<file path="src/design/vcd_pkg.sv">
// shared types, format codes and constants for the vertex component decoder
// no dependencies
package vcd_pkg;

  typedef enum logic [2:0] {
    FMT_INT8    = 3'd0,
    FMT_UINT8   = 3'd1,
    FMT_INT16   = 3'd2,
    FMT_UINT16  = 3'd3,
    FMT_UINT32  = 3'd4,
    FMT_FLOAT32 = 3'd5
  } fmt_t;

  typedef enum logic [1:0] {
    CFG_FORMAT    = 2'd0,
    CFG_NORMALIZE = 2'd1,
    CFG_KIND      = 2'd2
  } cfg_idx_t;

  typedef enum logic [1:0] {
    KIND_INDEX = 2'd0,
    KIND_PAIR  = 2'd1,
    KIND_TRIPLE = 2'd2
  } kind_t;

  typedef enum logic [1:0] {
    REP_7  = 2'd0,
    REP_8  = 2'd1,
    REP_15 = 2'd2,
    REP_16 = 2'd3
  } rep_t;

  localparam logic [31:0] F_ONE_POS = 32'h3F80_0000;
  localparam logic [31:0] F_ONE_NEG = 32'hBF80_0000;
  localparam logic [31:0] F_ZERO    = 32'h0000_0000;

  // exponent bias plus scale of the integer path
  localparam logic [7:0] EXP_INT  = 8'd127;
  localparam logic [7:0] EXP_U32N = 8'd95;
  localparam logic [7:0] EXP_FRAC = 8'd63;

  typedef struct packed {
    logic [31:0] index_value;
    logic        bad_setting;
  } side_t;

  // m / (2^n - 1) for m below the divisor is 0.mmm... with period n
  function automatic logic [63:0] rep_fill(logic [15:0] m, rep_t sel);
    logic [63:0] r;
    r = '0;
    for (int i = 0; i < 64; i++) begin
      unique case (sel)
        REP_7:  r[63-i] = m[6 - (i % 7)];
        REP_8:  r[63-i] = m[7 - (i % 8)];
        REP_15: r[63-i] = m[14 - (i % 15)];
        REP_16: r[63-i] = m[15 - (i % 16)];
        default: r[63-i] = 1'b0;
      endcase
    end
    return r;
  endfunction

endpackage

</file>
<file path="src/design/vcd_if.sv">
// channel interfaces: element input, result output and register writes
// depends on nothing
interface vcd_in_if;
  logic        valid;
  logic        ready;
  logic [31:0] raw_first;
  logic [31:0] raw_second;
  logic [31:0] raw_third;
  modport source (output valid, raw_first, raw_second, raw_third, input ready);
  modport sink (input valid, raw_first, raw_second, raw_third, output ready);
endinterface

interface vcd_out_if;
  logic        valid;
  logic        ready;
  logic [31:0] float_first;
  logic [31:0] float_second;
  logic [31:0] float_third;
  logic [31:0] index_value;
  logic        bad_setting;
  modport source (output valid, float_first, float_second, float_third, index_value,
                  bad_setting, input ready);
  modport sink (input valid, float_first, float_second, float_third, index_value,
                bad_setting, output ready);
endinterface

interface vcd_cfg_if;
  logic        valid;
  logic        ready;
  logic [1:0]  index;
  logic [31:0] data;
  modport source (output valid, index, data, input ready);
  modport sink (input valid, index, data, output ready);
endinterface

</file>
<file path="src/design/vcd_lane.sv">
// one component lane: decode, leading-one search, normalize shift, round
// depends on vcd_pkg
module vcd_lane (
  input  logic                clk,
  input  logic                en,
  input  logic                lane_used,
  input  vcd_pkg::fmt_t       fmt,
  input  logic                norm,
  input  logic [31:0]         raw,
  output logic [31:0]         word
);
  import vcd_pkg::*;

  logic [63:0] v_nxt, v1_r, v2_r;
  logic [7:0]  base_nxt, base1_r, base2_r;
  logic        stk_nxt, stk1_r, stk2_r, stk3_r;
  logic        sgn_nxt, sgn1_r, sgn2_r, sgn3_r;
  logic        frc_nxt, frc1_r, frc2_r, frc3_r;
  logic [31:0] fw_nxt, fw1_r, fw2_r, fw3_r;
  logic [5:0]  p_nxt, p2_r;
  logic [63:0] n3_r;
  logic [7:0]  e3_r;
  logic [7:0]  mag8;
  logic [15:0] mag16;
  logic [30:0] body;
  logic        g, st, rup;
  logic [31:0] word_r;

  // stage 1: decode into value, scale, sticky, sign and forced word
  always_comb begin
    mag8     = raw[7] ? (8'd0 - raw[7:0]) : raw[7:0];
    mag16    = raw[15] ? (16'd0 - raw[15:0]) : raw[15:0];
    v_nxt    = '0;
    base_nxt = EXP_INT;
    stk_nxt  = 1'b0;
    sgn_nxt  = 1'b0;
    frc_nxt  = 1'b0;
    fw_nxt   = F_ZERO;
    unique case (fmt)
      FMT_INT8: begin
        sgn_nxt = raw[7];
        if (!norm) begin
          v_nxt = {56'd0, mag8};
        end else if (mag8 >= 8'd127) begin
          frc_nxt = 1'b1;
          fw_nxt  = raw[7] ? F_ONE_NEG : F_ONE_POS;
        end else begin
          v_nxt    = rep_fill({8'd0, mag8}, REP_7);
          base_nxt = EXP_FRAC;
          stk_nxt  = 1'b1;
        end
      end
      FMT_UINT8: begin
        if (!norm) begin
          v_nxt = {56'd0, raw[7:0]};
        end else if (raw[7:0] == 8'hFF) begin
          frc_nxt = 1'b1;
          fw_nxt  = F_ONE_POS;
        end else begin
          v_nxt    = rep_fill({8'd0, raw[7:0]}, REP_8);
          base_nxt = EXP_FRAC;
          stk_nxt  = 1'b1;
        end
      end
      FMT_INT16: begin
        sgn_nxt = raw[15];
        if (!norm) begin
          v_nxt = {48'd0, mag16};
        end else if (mag16 >= 16'd32767) begin
          frc_nxt = 1'b1;
          fw_nxt  = raw[15] ? F_ONE_NEG : F_ONE_POS;
        end else begin
          v_nxt    = rep_fill(mag16, REP_15);
          base_nxt = EXP_FRAC;
          stk_nxt  = 1'b1;
        end
      end
      FMT_UINT16: begin
        if (!norm) begin
          v_nxt = {48'd0, raw[15:0]};
        end else if (raw[15:0] == 16'hFFFF) begin
          frc_nxt = 1'b1;
          fw_nxt  = F_ONE_POS;
        end else begin
          v_nxt    = rep_fill(raw[15:0], REP_16);
          base_nxt = EXP_FRAC;
          stk_nxt  = 1'b1;
        end
      end
      FMT_UINT32: begin
        v_nxt    = {32'd0, raw};
        base_nxt = norm ? EXP_U32N : EXP_INT;
      end
      FMT_FLOAT32: begin
        frc_nxt = 1'b1;
        fw_nxt  = raw;
      end
      default: begin
        frc_nxt = 1'b1;
        fw_nxt  = F_ZERO;
      end
    endcase
    if (!lane_used || (!frc_nxt && v_nxt == '0)) begin
      frc_nxt = 1'b1;
      fw_nxt  = F_ZERO;
    end
  end

  // stage 2: leading one position
  always_comb begin
    p_nxt = '0;
    for (int i = 0; i < 64; i++) begin
      if (v1_r[i]) p_nxt = 6'(i);
    end
  end

  // stage 4: round to nearest even
  always_comb begin
    g    = n3_r[39];
    st   = (|n3_r[38:0]) | stk3_r;
    rup  = g & (st | n3_r[40]);
    body = {e3_r, n3_r[62:40]} + {30'd0, rup};
  end

  always_ff @(posedge clk) begin
    if (en) begin
      v1_r    <= v_nxt;
      base1_r <= base_nxt;
      stk1_r  <= stk_nxt;
      sgn1_r  <= sgn_nxt;
      frc1_r  <= frc_nxt;
      fw1_r   <= fw_nxt;

      v2_r    <= v1_r;
      p2_r    <= p_nxt;
      base2_r <= base1_r;
      stk2_r  <= stk1_r;
      sgn2_r  <= sgn1_r;
      frc2_r  <= frc1_r;
      fw2_r   <= fw1_r;

      n3_r    <= v2_r << (6'd63 - p2_r);
      e3_r    <= base2_r + {2'd0, p2_r};
      stk3_r  <= stk2_r;
      sgn3_r  <= sgn2_r;
      frc3_r  <= frc2_r;
      fw3_r   <= fw2_r;

      word_r  <= frc3_r ? fw3_r : {sgn3_r, body};
    end
  end

  assign word = word_r;

endmodule

</file>
<file path="src/design/vertex_component_decode.sv">
// vertex component decoder top: config registers, valid pipeline, lanes
// depends on vcd_pkg, vcd_if and vcd_lane
// the valid registers v1_r to v4_r run in step with the lane stages
// throughput: one element per cycle unless the output stalls, with a four-stage lane pipeline
// the whole pipeline holds while the result register is full and not taken
// reset: synchronous active low, empties the pipeline and loads register defaults
module vertex_component_decode #(
  parameter int COMPONENT_LANES = 3
) (
  input logic      clk,
  input logic      rst_n,
  vcd_in_if.sink   in_if,
  vcd_out_if.source out_if,
  vcd_cfg_if.sink  cfg_if
);
  import vcd_pkg::*;

  localparam int LANES = (COMPONENT_LANES > 3) ? 3 : COMPONENT_LANES;

  fmt_t        fmt_r;
  logic        norm_r;
  logic [1:0]  kind_r;
  logic        v1_r, v2_r, v3_r, v4_r;
  logic        en;
  side_t       side_nxt, side1_r, side2_r, side3_r, side4_r;
  logic [31:0] raw [3];
  logic [31:0] res [3];
  logic [1:0]  used_cnt;

  assign en           = !v4_r || out_if.ready;
  assign in_if.ready  = en;
  assign cfg_if.ready = 1'b1;
  assign raw[0] = in_if.raw_first;
  assign raw[1] = in_if.raw_second;
  assign raw[2] = in_if.raw_third;
  assign used_cnt = (kind_r == KIND_INDEX) ? 2'd0 : (kind_r == KIND_PAIR) ? 2'd2 : 2'd3;

  always_ff @(posedge clk) begin
    if (!rst_n) begin
      fmt_r  <= FMT_FLOAT32;
      norm_r <= 1'b0;
      kind_r <= KIND_TRIPLE;
    end else if (cfg_if.valid) begin
      unique case (cfg_idx_t'(cfg_if.index))
        CFG_FORMAT:    fmt_r  <= fmt_t'(cfg_if.data[2:0]);
        CFG_NORMALIZE: norm_r <= cfg_if.data[0];
        CFG_KIND:      kind_r <= cfg_if.data[1:0];
        default: ;
      endcase
    end
  end

  always_comb begin
    side_nxt = '0;
    if (kind_r == KIND_INDEX) begin
      unique case (fmt_r)
        FMT_UINT8:  side_nxt.index_value = {24'd0, in_if.raw_first[7:0]};
        FMT_UINT16: side_nxt.index_value = {16'd0, in_if.raw_first[15:0]};
        FMT_UINT32: side_nxt.index_value = in_if.raw_first;
        default:    side_nxt.bad_setting = 1'b1;
      endcase
    end
  end

  always_ff @(posedge clk) begin
    if (!rst_n) begin
      v1_r <= 1'b0;
      v2_r <= 1'b0;
      v3_r <= 1'b0;
      v4_r <= 1'b0;
    end else if (en) begin
      v1_r <= in_if.valid;
      v2_r <= v1_r;
      v3_r <= v2_r;
      v4_r <= v3_r;
    end
  end

  always_ff @(posedge clk) begin
    if (en) begin
      side1_r <= side_nxt;
      side2_r <= side1_r;
      side3_r <= side2_r;
      side4_r <= side3_r;
    end
  end

  for (genvar j = 0; j < 3; j++) begin : g_lane
    if (j < LANES) begin : g_on
      vcd_lane u_lane (
        .clk       (clk),
        .en        (en),
        .lane_used (2'(j) < used_cnt),
        .fmt       (fmt_r),
        .norm      (norm_r),
        .raw       (raw[j]),
        .word      (res[j])
      );
    end else begin : g_off
      assign res[j] = F_ZERO;
    end
  end

  assign out_if.valid        = v4_r;
  assign out_if.float_first  = res[0];
  assign out_if.float_second = res[1];
  assign out_if.float_third  = res[2];
  assign out_if.index_value  = side4_r.index_value;
  assign out_if.bad_setting  = side4_r.bad_setting;

  a_bad_no_index: assert property (@(posedge clk) disable iff (!rst_n)
    out_if.valid && out_if.bad_setting |-> out_if.index_value == 32'd0)
    else $error("flagged index carries a value");

  a_accept_enters: assert property (@(posedge clk) disable iff (!rst_n)
    in_if.valid && in_if.ready |=> v1_r)
    else $error("accepted request not in first stage");

  a_index_no_float: assert property (@(posedge clk) disable iff (!rst_n)
    out_if.valid && (out_if.bad_setting || out_if.index_value != 32'd0)
    |-> out_if.float_first == 32'd0)
    else $error("index result with float data");

  a_hold: assert property (@(posedge clk) disable iff (!rst_n)
    v3_r && v4_r && !out_if.ready |=> v3_r && v4_r)
    else $error("stalled pipeline dropped a request");

endmodule

</file>
<file path="src/flat_wrapper.sv">
// flat-port wrapper written by rule: the top's interface ports become plain ports
module vertex_component_decode_flat import vcd_pkg::*;
#(
  parameter int COMPONENT_LANES = 3
)
  (clk, rst_n, in_if_valid, in_if_raw_first, in_if_raw_second, in_if_raw_third, in_if_ready, out_if_valid, out_if_float_first, out_if_float_second, out_if_float_third, out_if_index_value, out_if_bad_setting, out_if_ready, cfg_if_valid, cfg_if_index, cfg_if_data, cfg_if_ready);
  vcd_in_if in_if_i ();
  vcd_out_if out_if_i ();
  vcd_cfg_if cfg_if_i ();
  input logic clk;
  input logic rst_n;
  input wire logic [$bits(in_if_i.valid)-1:0] in_if_valid;
  input wire logic [$bits(in_if_i.raw_first)-1:0] in_if_raw_first;
  input wire logic [$bits(in_if_i.raw_second)-1:0] in_if_raw_second;
  input wire logic [$bits(in_if_i.raw_third)-1:0] in_if_raw_third;
  output wire logic [$bits(in_if_i.ready)-1:0] in_if_ready;
  output wire logic [$bits(out_if_i.valid)-1:0] out_if_valid;
  output wire logic [$bits(out_if_i.float_first)-1:0] out_if_float_first;
  output wire logic [$bits(out_if_i.float_second)-1:0] out_if_float_second;
  output wire logic [$bits(out_if_i.float_third)-1:0] out_if_float_third;
  output wire logic [$bits(out_if_i.index_value)-1:0] out_if_index_value;
  output wire logic [$bits(out_if_i.bad_setting)-1:0] out_if_bad_setting;
  input wire logic [$bits(out_if_i.ready)-1:0] out_if_ready;
  input wire logic [$bits(cfg_if_i.valid)-1:0] cfg_if_valid;
  input wire logic [$bits(cfg_if_i.index)-1:0] cfg_if_index;
  input wire logic [$bits(cfg_if_i.data)-1:0] cfg_if_data;
  output wire logic [$bits(cfg_if_i.ready)-1:0] cfg_if_ready;
  assign in_if_i.valid = in_if_valid;
  assign in_if_i.raw_first = in_if_raw_first;
  assign in_if_i.raw_second = in_if_raw_second;
  assign in_if_i.raw_third = in_if_raw_third;
  assign in_if_ready = in_if_i.ready;
  assign out_if_valid = out_if_i.valid;
  assign out_if_float_first = out_if_i.float_first;
  assign out_if_float_second = out_if_i.float_second;
  assign out_if_float_third = out_if_i.float_third;
  assign out_if_index_value = out_if_i.index_value;
  assign out_if_bad_setting = out_if_i.bad_setting;
  assign out_if_i.ready = out_if_ready;
  assign cfg_if_i.valid = cfg_if_valid;
  assign cfg_if_i.index = cfg_if_index;
  assign cfg_if_i.data = cfg_if_data;
  assign cfg_if_ready = cfg_if_i.ready;
  vertex_component_decode #(.COMPONENT_LANES(COMPONENT_LANES)) u_core (.clk(clk), .rst_n(rst_n), .in_if(in_if_i), .out_if(out_if_i), .cfg_if(cfg_if_i));
endmodule
</file>
<file path="config.mk">
export PLATFORM = sky130hd
export DESIGN_NAME = vertex_component_decode_flat
export DESIGN_NICKNAME = d
export VERILOG_FILES = /design/src/design/vcd_pkg.sv /design/src/design/vcd_if.sv /design/src/design/vcd_lane.sv /design/src/design/vertex_component_decode.sv /design/src/flat_wrapper.sv
export SDC_FILE = /design/constraint.sdc
export NUM_CORES = 2
export LEC_CHECK = 0
export BUFFER_PORTS_ARGS = -buffer_cell sky130_fd_sc_hd__buf_4
export CORE_MARGIN = 2
export CORE_UTILIZATION = 57
export CTS_CLUSTER_DIAMETER = 200
export DETAILED_ROUTE_END_ITERATION = 8
export HOLD_SLACK_MARGIN = 0.15
export PLACE_DENSITY = 0.75
export SETUP_SLACK_MARGIN = 0.02
export SLEW_MARGIN = 20
export SYNTH_ARGS = -nofsm -noshare
export SYNTH_HDL_FRONTEND = slang
export SYNTH_HIERARCHICAL = 1
export SYNTH_SLANG_ARGS = --single-unit
export TNS_END_PERCENT = 20
</file>
<file path="constraint.sdc">
create_clock -name clk -period 33 [get_ports clk]
set_input_delay 1.65 -clock clk [delete_from_list [all_inputs] [get_ports clk]]
set_output_delay 1.65 -clock clk [all_outputs]
set_load 0.03 [all_outputs]
</file>
Word level (Yosys, flattened, before mapping)
Index checks and enable logic that the tools add are counted.

storage, ports and cells
  flip-flop bits (word level) = 1216
  word-level logic and storage cells = 526
  output and inout bits = 132

operators by class
  add/subtract/negate cells = 15
  muxes and demuxes = 344
  magnitude comparators = 9
  reductions and logical operators = 42
  equality and inequality tests = 14
  shift operators = 3
  bitwise logic cells = 9

operators by type and width
  kind                                                                                    number
  64-bit 2-to-1 mux                                                                       24
  64-bit case mux with 5 select lines                                                     3
  32-bit 2-to-1 mux                                                                       21
  6-bit 2-to-1 mux                                                                        91
  32-bit case mux with 5 select lines                                                     3
  30-bit 2-to-1 mux                                                                       12
  5-bit 2-to-1 mux                                                                        48
  64-bit logical NOT                                                                      3
  64-bit by 6-bit left shift with 63-bit output                                           3
  7-bit 2-to-1 mux                                                                        24
  39-bit OR reduction                                                                     3
  4-bit 2-to-1 mux                                                                        24
  32-bit case mux with 3 select lines                                                     1
  32-bit OR reduction                                                                     3
  31-bit by 1-bit adder with 31-bit output                                                3
  7-bit case mux with 5 select lines                                                      2
  1-bit 2-to-1 mux                                                                        56
  16-bit == test (second input constant)                                                  3
  16-bit by 15-bit greater-or-equal comparator with 1-bit output (second input constant)  3
  16-bit 2-to-1 mux                                                                       3
  16-bit OR reduction                                                                     3
  1-bit by 16-bit subtractor with 16-bit output (first input constant)                    3
  8-bit case mux with 5 select lines                                                      1
  3-bit 2-to-1 mux                                                                        12
  other kinds (29)                                                                        84

Depth between registers and ports, before layout
  depth in word-level cells = 62
  mapped depth = 16
  gate-level depth less buffers = 13

Hierarchy
Netlist, hierarchy kept.

modules (own cells, without submodules)
  module                                   cells an instance  area each (µm²)  times used
  vcd_lane (u_core.g_lane[2].g_on.u_lane)  1719               18665.4          1
  vcd_lane (u_core.g_lane[1].g_on.u_lane)  1694               18502.7          1
  vcd_lane (u_core.g_lane[0].g_on.u_lane)  1692               18477.7          1
  vertex_component_decode                  215                4658.2           1

Worst setup path after synthesis
Ideal clock, no wire load.

  path type = in2reg
  start = input port out_if_ready
  end = register u_core.v4_r (netlist: u_core/out_if.valid)
  setup slack = 16.134 ns
  data required time = 32.285 ns
  path buffers = 1
  setup time = 0.715 ns
  cell stages on the path = 3
  arrival time = 16.151 ns
  cells stage by stage = nand2b_1 buf_2 a21boi_0

between the ends
  cells in the longest elaborated chain, start to end = 1

RTL lines
  item                  RTL line                       source
  start, declared       flat_wrapper.sv:23             input wire logic [$bits(out_if_i.ready)-1:0] out_if_ready;
  1-bit logical OR      vertex_component_decode.sv:30  assign en = !v4_r || out_if.ready;
  net in_if_ready       flat_wrapper.sv:16             output wire logic [$bits(in_if_i.ready)-1:0] in_if_ready;
  end signal, assigned  vertex_component_decode.sv:75  v4_r <= v3_r;
  end, declared         vertex_component_decode.sv:23  logic v1_r, v2_r, v3_r, v4_r;

The timed path passes the listed nets, and every way through them passes these cells.
A chain may end at the register's enable or synchronous reset.

Final worst setup path
  start = input port in_if_raw_first[0]
  end = register u_core.g_lane[0].g_on.u_lane.frc1_r (data pin)

between the ends
  cells in the longest elaborated chain, start to end = 9

RTL lines
  item                                                                                                                                            RTL line                        source
  start, declared                                                                                                                                 flat_wrapper.sv:13              input wire logic [$bits(in_if_i.raw_first)-1:0] in_if_raw_first;
  1-bit by 16-bit subtractor with 16-bit output or 1-bit by 8-bit subtractor with 8-bit output (tied branches)                                    vcd_lane.sv:32, vcd_lane.sv:31
  16-bit 2-to-1 mux or 8-bit 2-to-1 mux (tied branches)                                                                                           vcd_lane.sv:32, vcd_lane.sv:31
  16-bit by 15-bit greater-or-equal comparator with 1-bit output or 8-bit by 7-bit greater-or-equal comparator with 1-bit output (tied branches)  vcd_lane.sv:69, vcd_lane.sv:44
  64-bit 2-to-1 mux, on equally long branches                                                                                                     vcd_lane.sv:69, vcd_lane.sv:44
  64-bit 2-to-1 mux, on equally long branches                                                                                                     vcd_lane.sv:67, vcd_lane.sv:42
  64-bit case mux with 5 select lines *                                                                                                           vcd_lane.sv:39                  unique case (fmt)
  net u_core.g_lane[0].g_on.u_lane.v_nxt[28]                                                                                                      vcd_lane.sv:14                  logic [63:0] v_nxt, v1_r, v2_r;
  64-bit logical NOT *                                                                                                                            vcd_lane.sv:103                 if (!lane_used || (!frc_nxt && v_nxt == '0)) begin
  1-bit logical AND *                                                                                                                             vcd_lane.sv:103
  1-bit logical OR *                                                                                                                              vcd_lane.sv:103
  end signal, assigned                                                                                                                            vcd_lane.sv:131                 frc1_r <= frc_nxt;
  end, declared                                                                                                                                   vcd_lane.sv:18                  logic frc_nxt, frc1_r, frc2_r, frc3_r;

The timed path passes the listed nets; every way through them passes the cells marked *.

==> metrics.md <==
| Metric | Value |
|---|---|
| Final setup viols | `0` |
| Worst r2r dst | `u_core/g_lane[0].g_on.u_lane/n3_r[38]$_DFFE_PP_` |
| Syn_area_per_cell | `11.3 sq um` |
| Critical path type | `input port to register` |
| Seq/Total Area, Yosys | `0.584` |
| Vias | `44200` |
| Remaining DRCs | `0` |
| Antenna Nets Post-Route | `0` |
| Number of max-cap violations | `0` |
| Count of different cell masters after synthesis | `124` |
| Post-Syn Instances | `5320` |
| Ratio of cells with drive above 1 in the final layout | `0.133` |
| Worst r2r path cells | `5` |
| CTS tree | `yes` |
| Crit path max fanout | `23` |
| Nets@finish | `about 5500` |
| Gr usage total | `0.324` |
| Vias/cell | `approximately 6.4` |
| PortBufs | `236` |
| Die W | `approximately 330 um` |
| Clock sinks | `1177` |
| Met3 GRT Util | `0.0556` |
| Hold Path Origin | `u_core/g_lane[2].g_on.u_lane/fw1_r[23]$_SDFFCE_PP0P_` |
| CP Data Required Time | `33.44 ns` |
| Lkg Pwr | `27.0 nW` |
| Initial drt markers | `6496` |
| Yosys reg bits | `1177` |
| GRT busiest layer | `met2` |
| H-tree depth | `3` |
| Slew Viols, Final | `0` |
| Slew @ Worst Pin | `1.11 ns` |
| Dominant synthesized flop cell | `edfxtp_1` |
| Warnings from Yosys | `6` |
| Hold_buf cts | `0` |
| Post-CTS Setup Bufs | `0` |
| Vias in the first global route | `~41000` |
| Synth Cell Area | `60300 sq um` |
| Asr flop ratio synth | `0` |
| Worst setup EP type | `register` |
| Crit path DAT | `between 6 and 7 ns` |
| EDFF count, synth | `1167` |
| Initial antenna violation count | `10` |
| Area Overhead vs Synth | `10.3%` |
| # rows | `119` |
| Minimum clock period | `6.23 ns` |
| Grt met1 use | `0.473` |
| Worst-skew pair later-pin latency | `about 0.73 ns` |
| Reg2Reg Setup Slack | `between 20 and 30 ns` |
| Fin crit share | `0.189` |
| Resized cells post-CTS | `0` |
| Final hold vios | `0` |
| CTS root buf | `clkbuf_16` |
| Clock Path Buffers | `3` |
| Syn nets | `5473` |
| HPWL Detailed | `129 mm` |
| Clock transition at path regs | `0.06 ns` |
| RSZ-0062 raised after global routing | `no` |
| Final setup TNS | `0 ns` |
| Status | `complete, no violations` |
| GR Layer Usage met2 | `0.487` |
| CP Launch Type | `input port` |
| GRT Residual Overflow | `0` |
| Dpl ws | `~26 ns` |
| Final WL | `about 180 mm` |
| I/O pin total | `approximately 270` |
| CTS buffer count | `115` |
| Hold Path Sink | `u_core/g_lane[2].g_on.u_lane/fw2_r[23]$_DFFE_PP_` |
| Die Footprint | `108000 sq um` |
| Core footprint | `105000 sq um` |
| R2r startpoint | `u_core/out_if.valid$_SDFFE_PN0P_` |
| Routability cong. | `~0.98` |
| Slew headroom | `0.259` |
| Largest vdd supply drop | `roughly 0.000067 V` |
| Initial cell density of the core | `0.574` |
| Die Span Y | `329 um` |
| Pre-Repair DR Iteration Count | `9` |
| Power per cell area | `67.0 nW/um^2` |
| Worst Hold Depth | `0` |
| Largest net degree at the start of global routing | `216` |
| Min-Delay Path Class | `register to register` |
| Commonest non-fill, non-tap cell in the layout | `edfxtp_1` |
| Most frequent cells in the layout | `1167 x edfxtp_1, 792 x nand2_1, 520 x nor2_1` |
| First-pass GRT wire length | `262 mm` |
| Setup ws final | `26.77 ns` |
| Clk_skew | `0.0449 ns` |
| Fmax achieved | `161 MHz` |
| Start point of the critical path | `in_if_raw_first[0]` |
| WL/cell | `25.8 um` |
## per-layer routing
| layer | routed length (um) | part of all wire |
|---|---|---|
| met4 | 7560 | 0.043 |
| met2 | 78700 | 0.44 |
| met3 | 16500 | 0.093 |
| met1 | 74400 | 0.42 |
| met5 | 49 | 0.00028 |
## cells in the mapped netlist (all sizes together) (88+ instances only)
master	count	area [sq um]
mux4	111	2500
clkbuf	229	861
mux2i	179	1790
nand2	795	2990
buf	111	586
nor2	524	1980
nand3	202	1010
inv	93	349
edfxtp	1167	35000
nor4	88	578
o21ai	364	1840
and2	125	805
a21oi	218	1100
## critical path, stage by stage
cell	delay, ns
buf_4	0.23
inv_1	0.13
ha_1	0.42
or3b_1	0.60
o41ai_1	0.47
xor2_1	0.20
nand4b_1	0.55
o21ai_1	0.73
o21ai_2	0.16
or4_1	0.53
or4_1	0.48
o31ai_1	0.50
## how the worst max path moves through the flow
stage	cells past startpoint	to
5_1_grt	12	u_core/g_lane[0].g_on.u_lane/frc1_r$_SDFFCE_PP1P_
3_5_place_dp	12	u_core/g_lane[0].g_on.u_lane/frc1_r$_SDFFCE_PP1P_
6_report	12	u_core/g_lane[0].g_on.u_lane/frc1_r$_SDFFCE_PP1P_
2_1_floorplan	3	u_core/out_if.valid$_SDFFE_PN0P_
4_1_cts	12	u_core/g_lane[0].g_on.u_lane/frc1_r$_SDFFCE_PP1P_
3_3_place_gp	12	u_core/g_lane[0].g_on.u_lane/frc1_r$_SDFFCE_PP1P_
## cells by family (layout without fill, tap and decap cells)
family / after synthesis / after routing / share of synthesized area
simple gates: 2187 / 2187 / 0.172
other cells: 1 / 2 / 0.0000622
fa+ha+maj: 18 / 18 / 0.00373
xor+xnor: 145 / 145 / 0.0211
compound gates: 1013 / 1013 / 0.108
mux: 342 / 342 / 0.0809
buf+inv: 437 / 592 / 0.0300
flops: 1177 / 1177 / 0.584
## registers in the layout, indices dropped and copies added, names as in the netlist, 6 cells and up
register / cells
u_core/g_lane.g_on.u_lane/v1_r: 192
u_core/g_lane.g_on.u_lane/n3_r: 189
u_core/g_lane.g_on.u_lane/v2_r: 189
u_core/g_lane.g_on.u_lane/fw1_r: 96
u_core/g_lane.g_on.u_lane/fw2_r: 96
u_core/g_lane.g_on.u_lane/fw3_r: 96
u_core/g_lane.g_on.u_lane/word: 96
u_core/side1_r: 33
u_core/side2_r: 33
u_core/side3_r: 33
u_core/out_if.index_value: 32
u_core/g_lane.g_on.u_lane/e3_r: 24
u_core/g_lane.g_on.u_lane/p2_r: 18
u_core/g_lane.g_on.u_lane/base1_r: 6
u_core/g_lane.g_on.u_lane/base2_r: 6
## cell type report
class | instances | area (sq um)
Inverter | 97 | 364
Sequential cell | 1177 | 35200
Clock buffer | 135 | 3000
Timing Repair Buffer | 285 | 2180
Tap cell | 1391 | 1740
Antenna cell | 1 | 2.50
Clock inverter | 75 | 748
Multi-Input combinational cell | 3706 | 23300
Fill cell | 8163 | 38600
## report_power, final
part | internal [W] | switching, W
Sequential | 0.00187 | 0.000118
Clock | 0.000736 | 0.000557
Combinational | 0.000403 | 0.000769
## stage by stage
step	power, W	util	cell area (sq um)	hold WS [ns]	cells
floorplan	0.00281	-	60300	0.400	5320
global placement	0.00315	0.597	62800	0.400	6656
global route	0.00464	0.633	66500	0.418	6866
detailed placement	0.00317	0.597	62800	0.405	6656
finish	0.00446	0.633	66500	0.405	6867
CTS	0.00446	0.633	66500	0.413	6866
No activity file was read; power rests on OpenSTA's default activity.
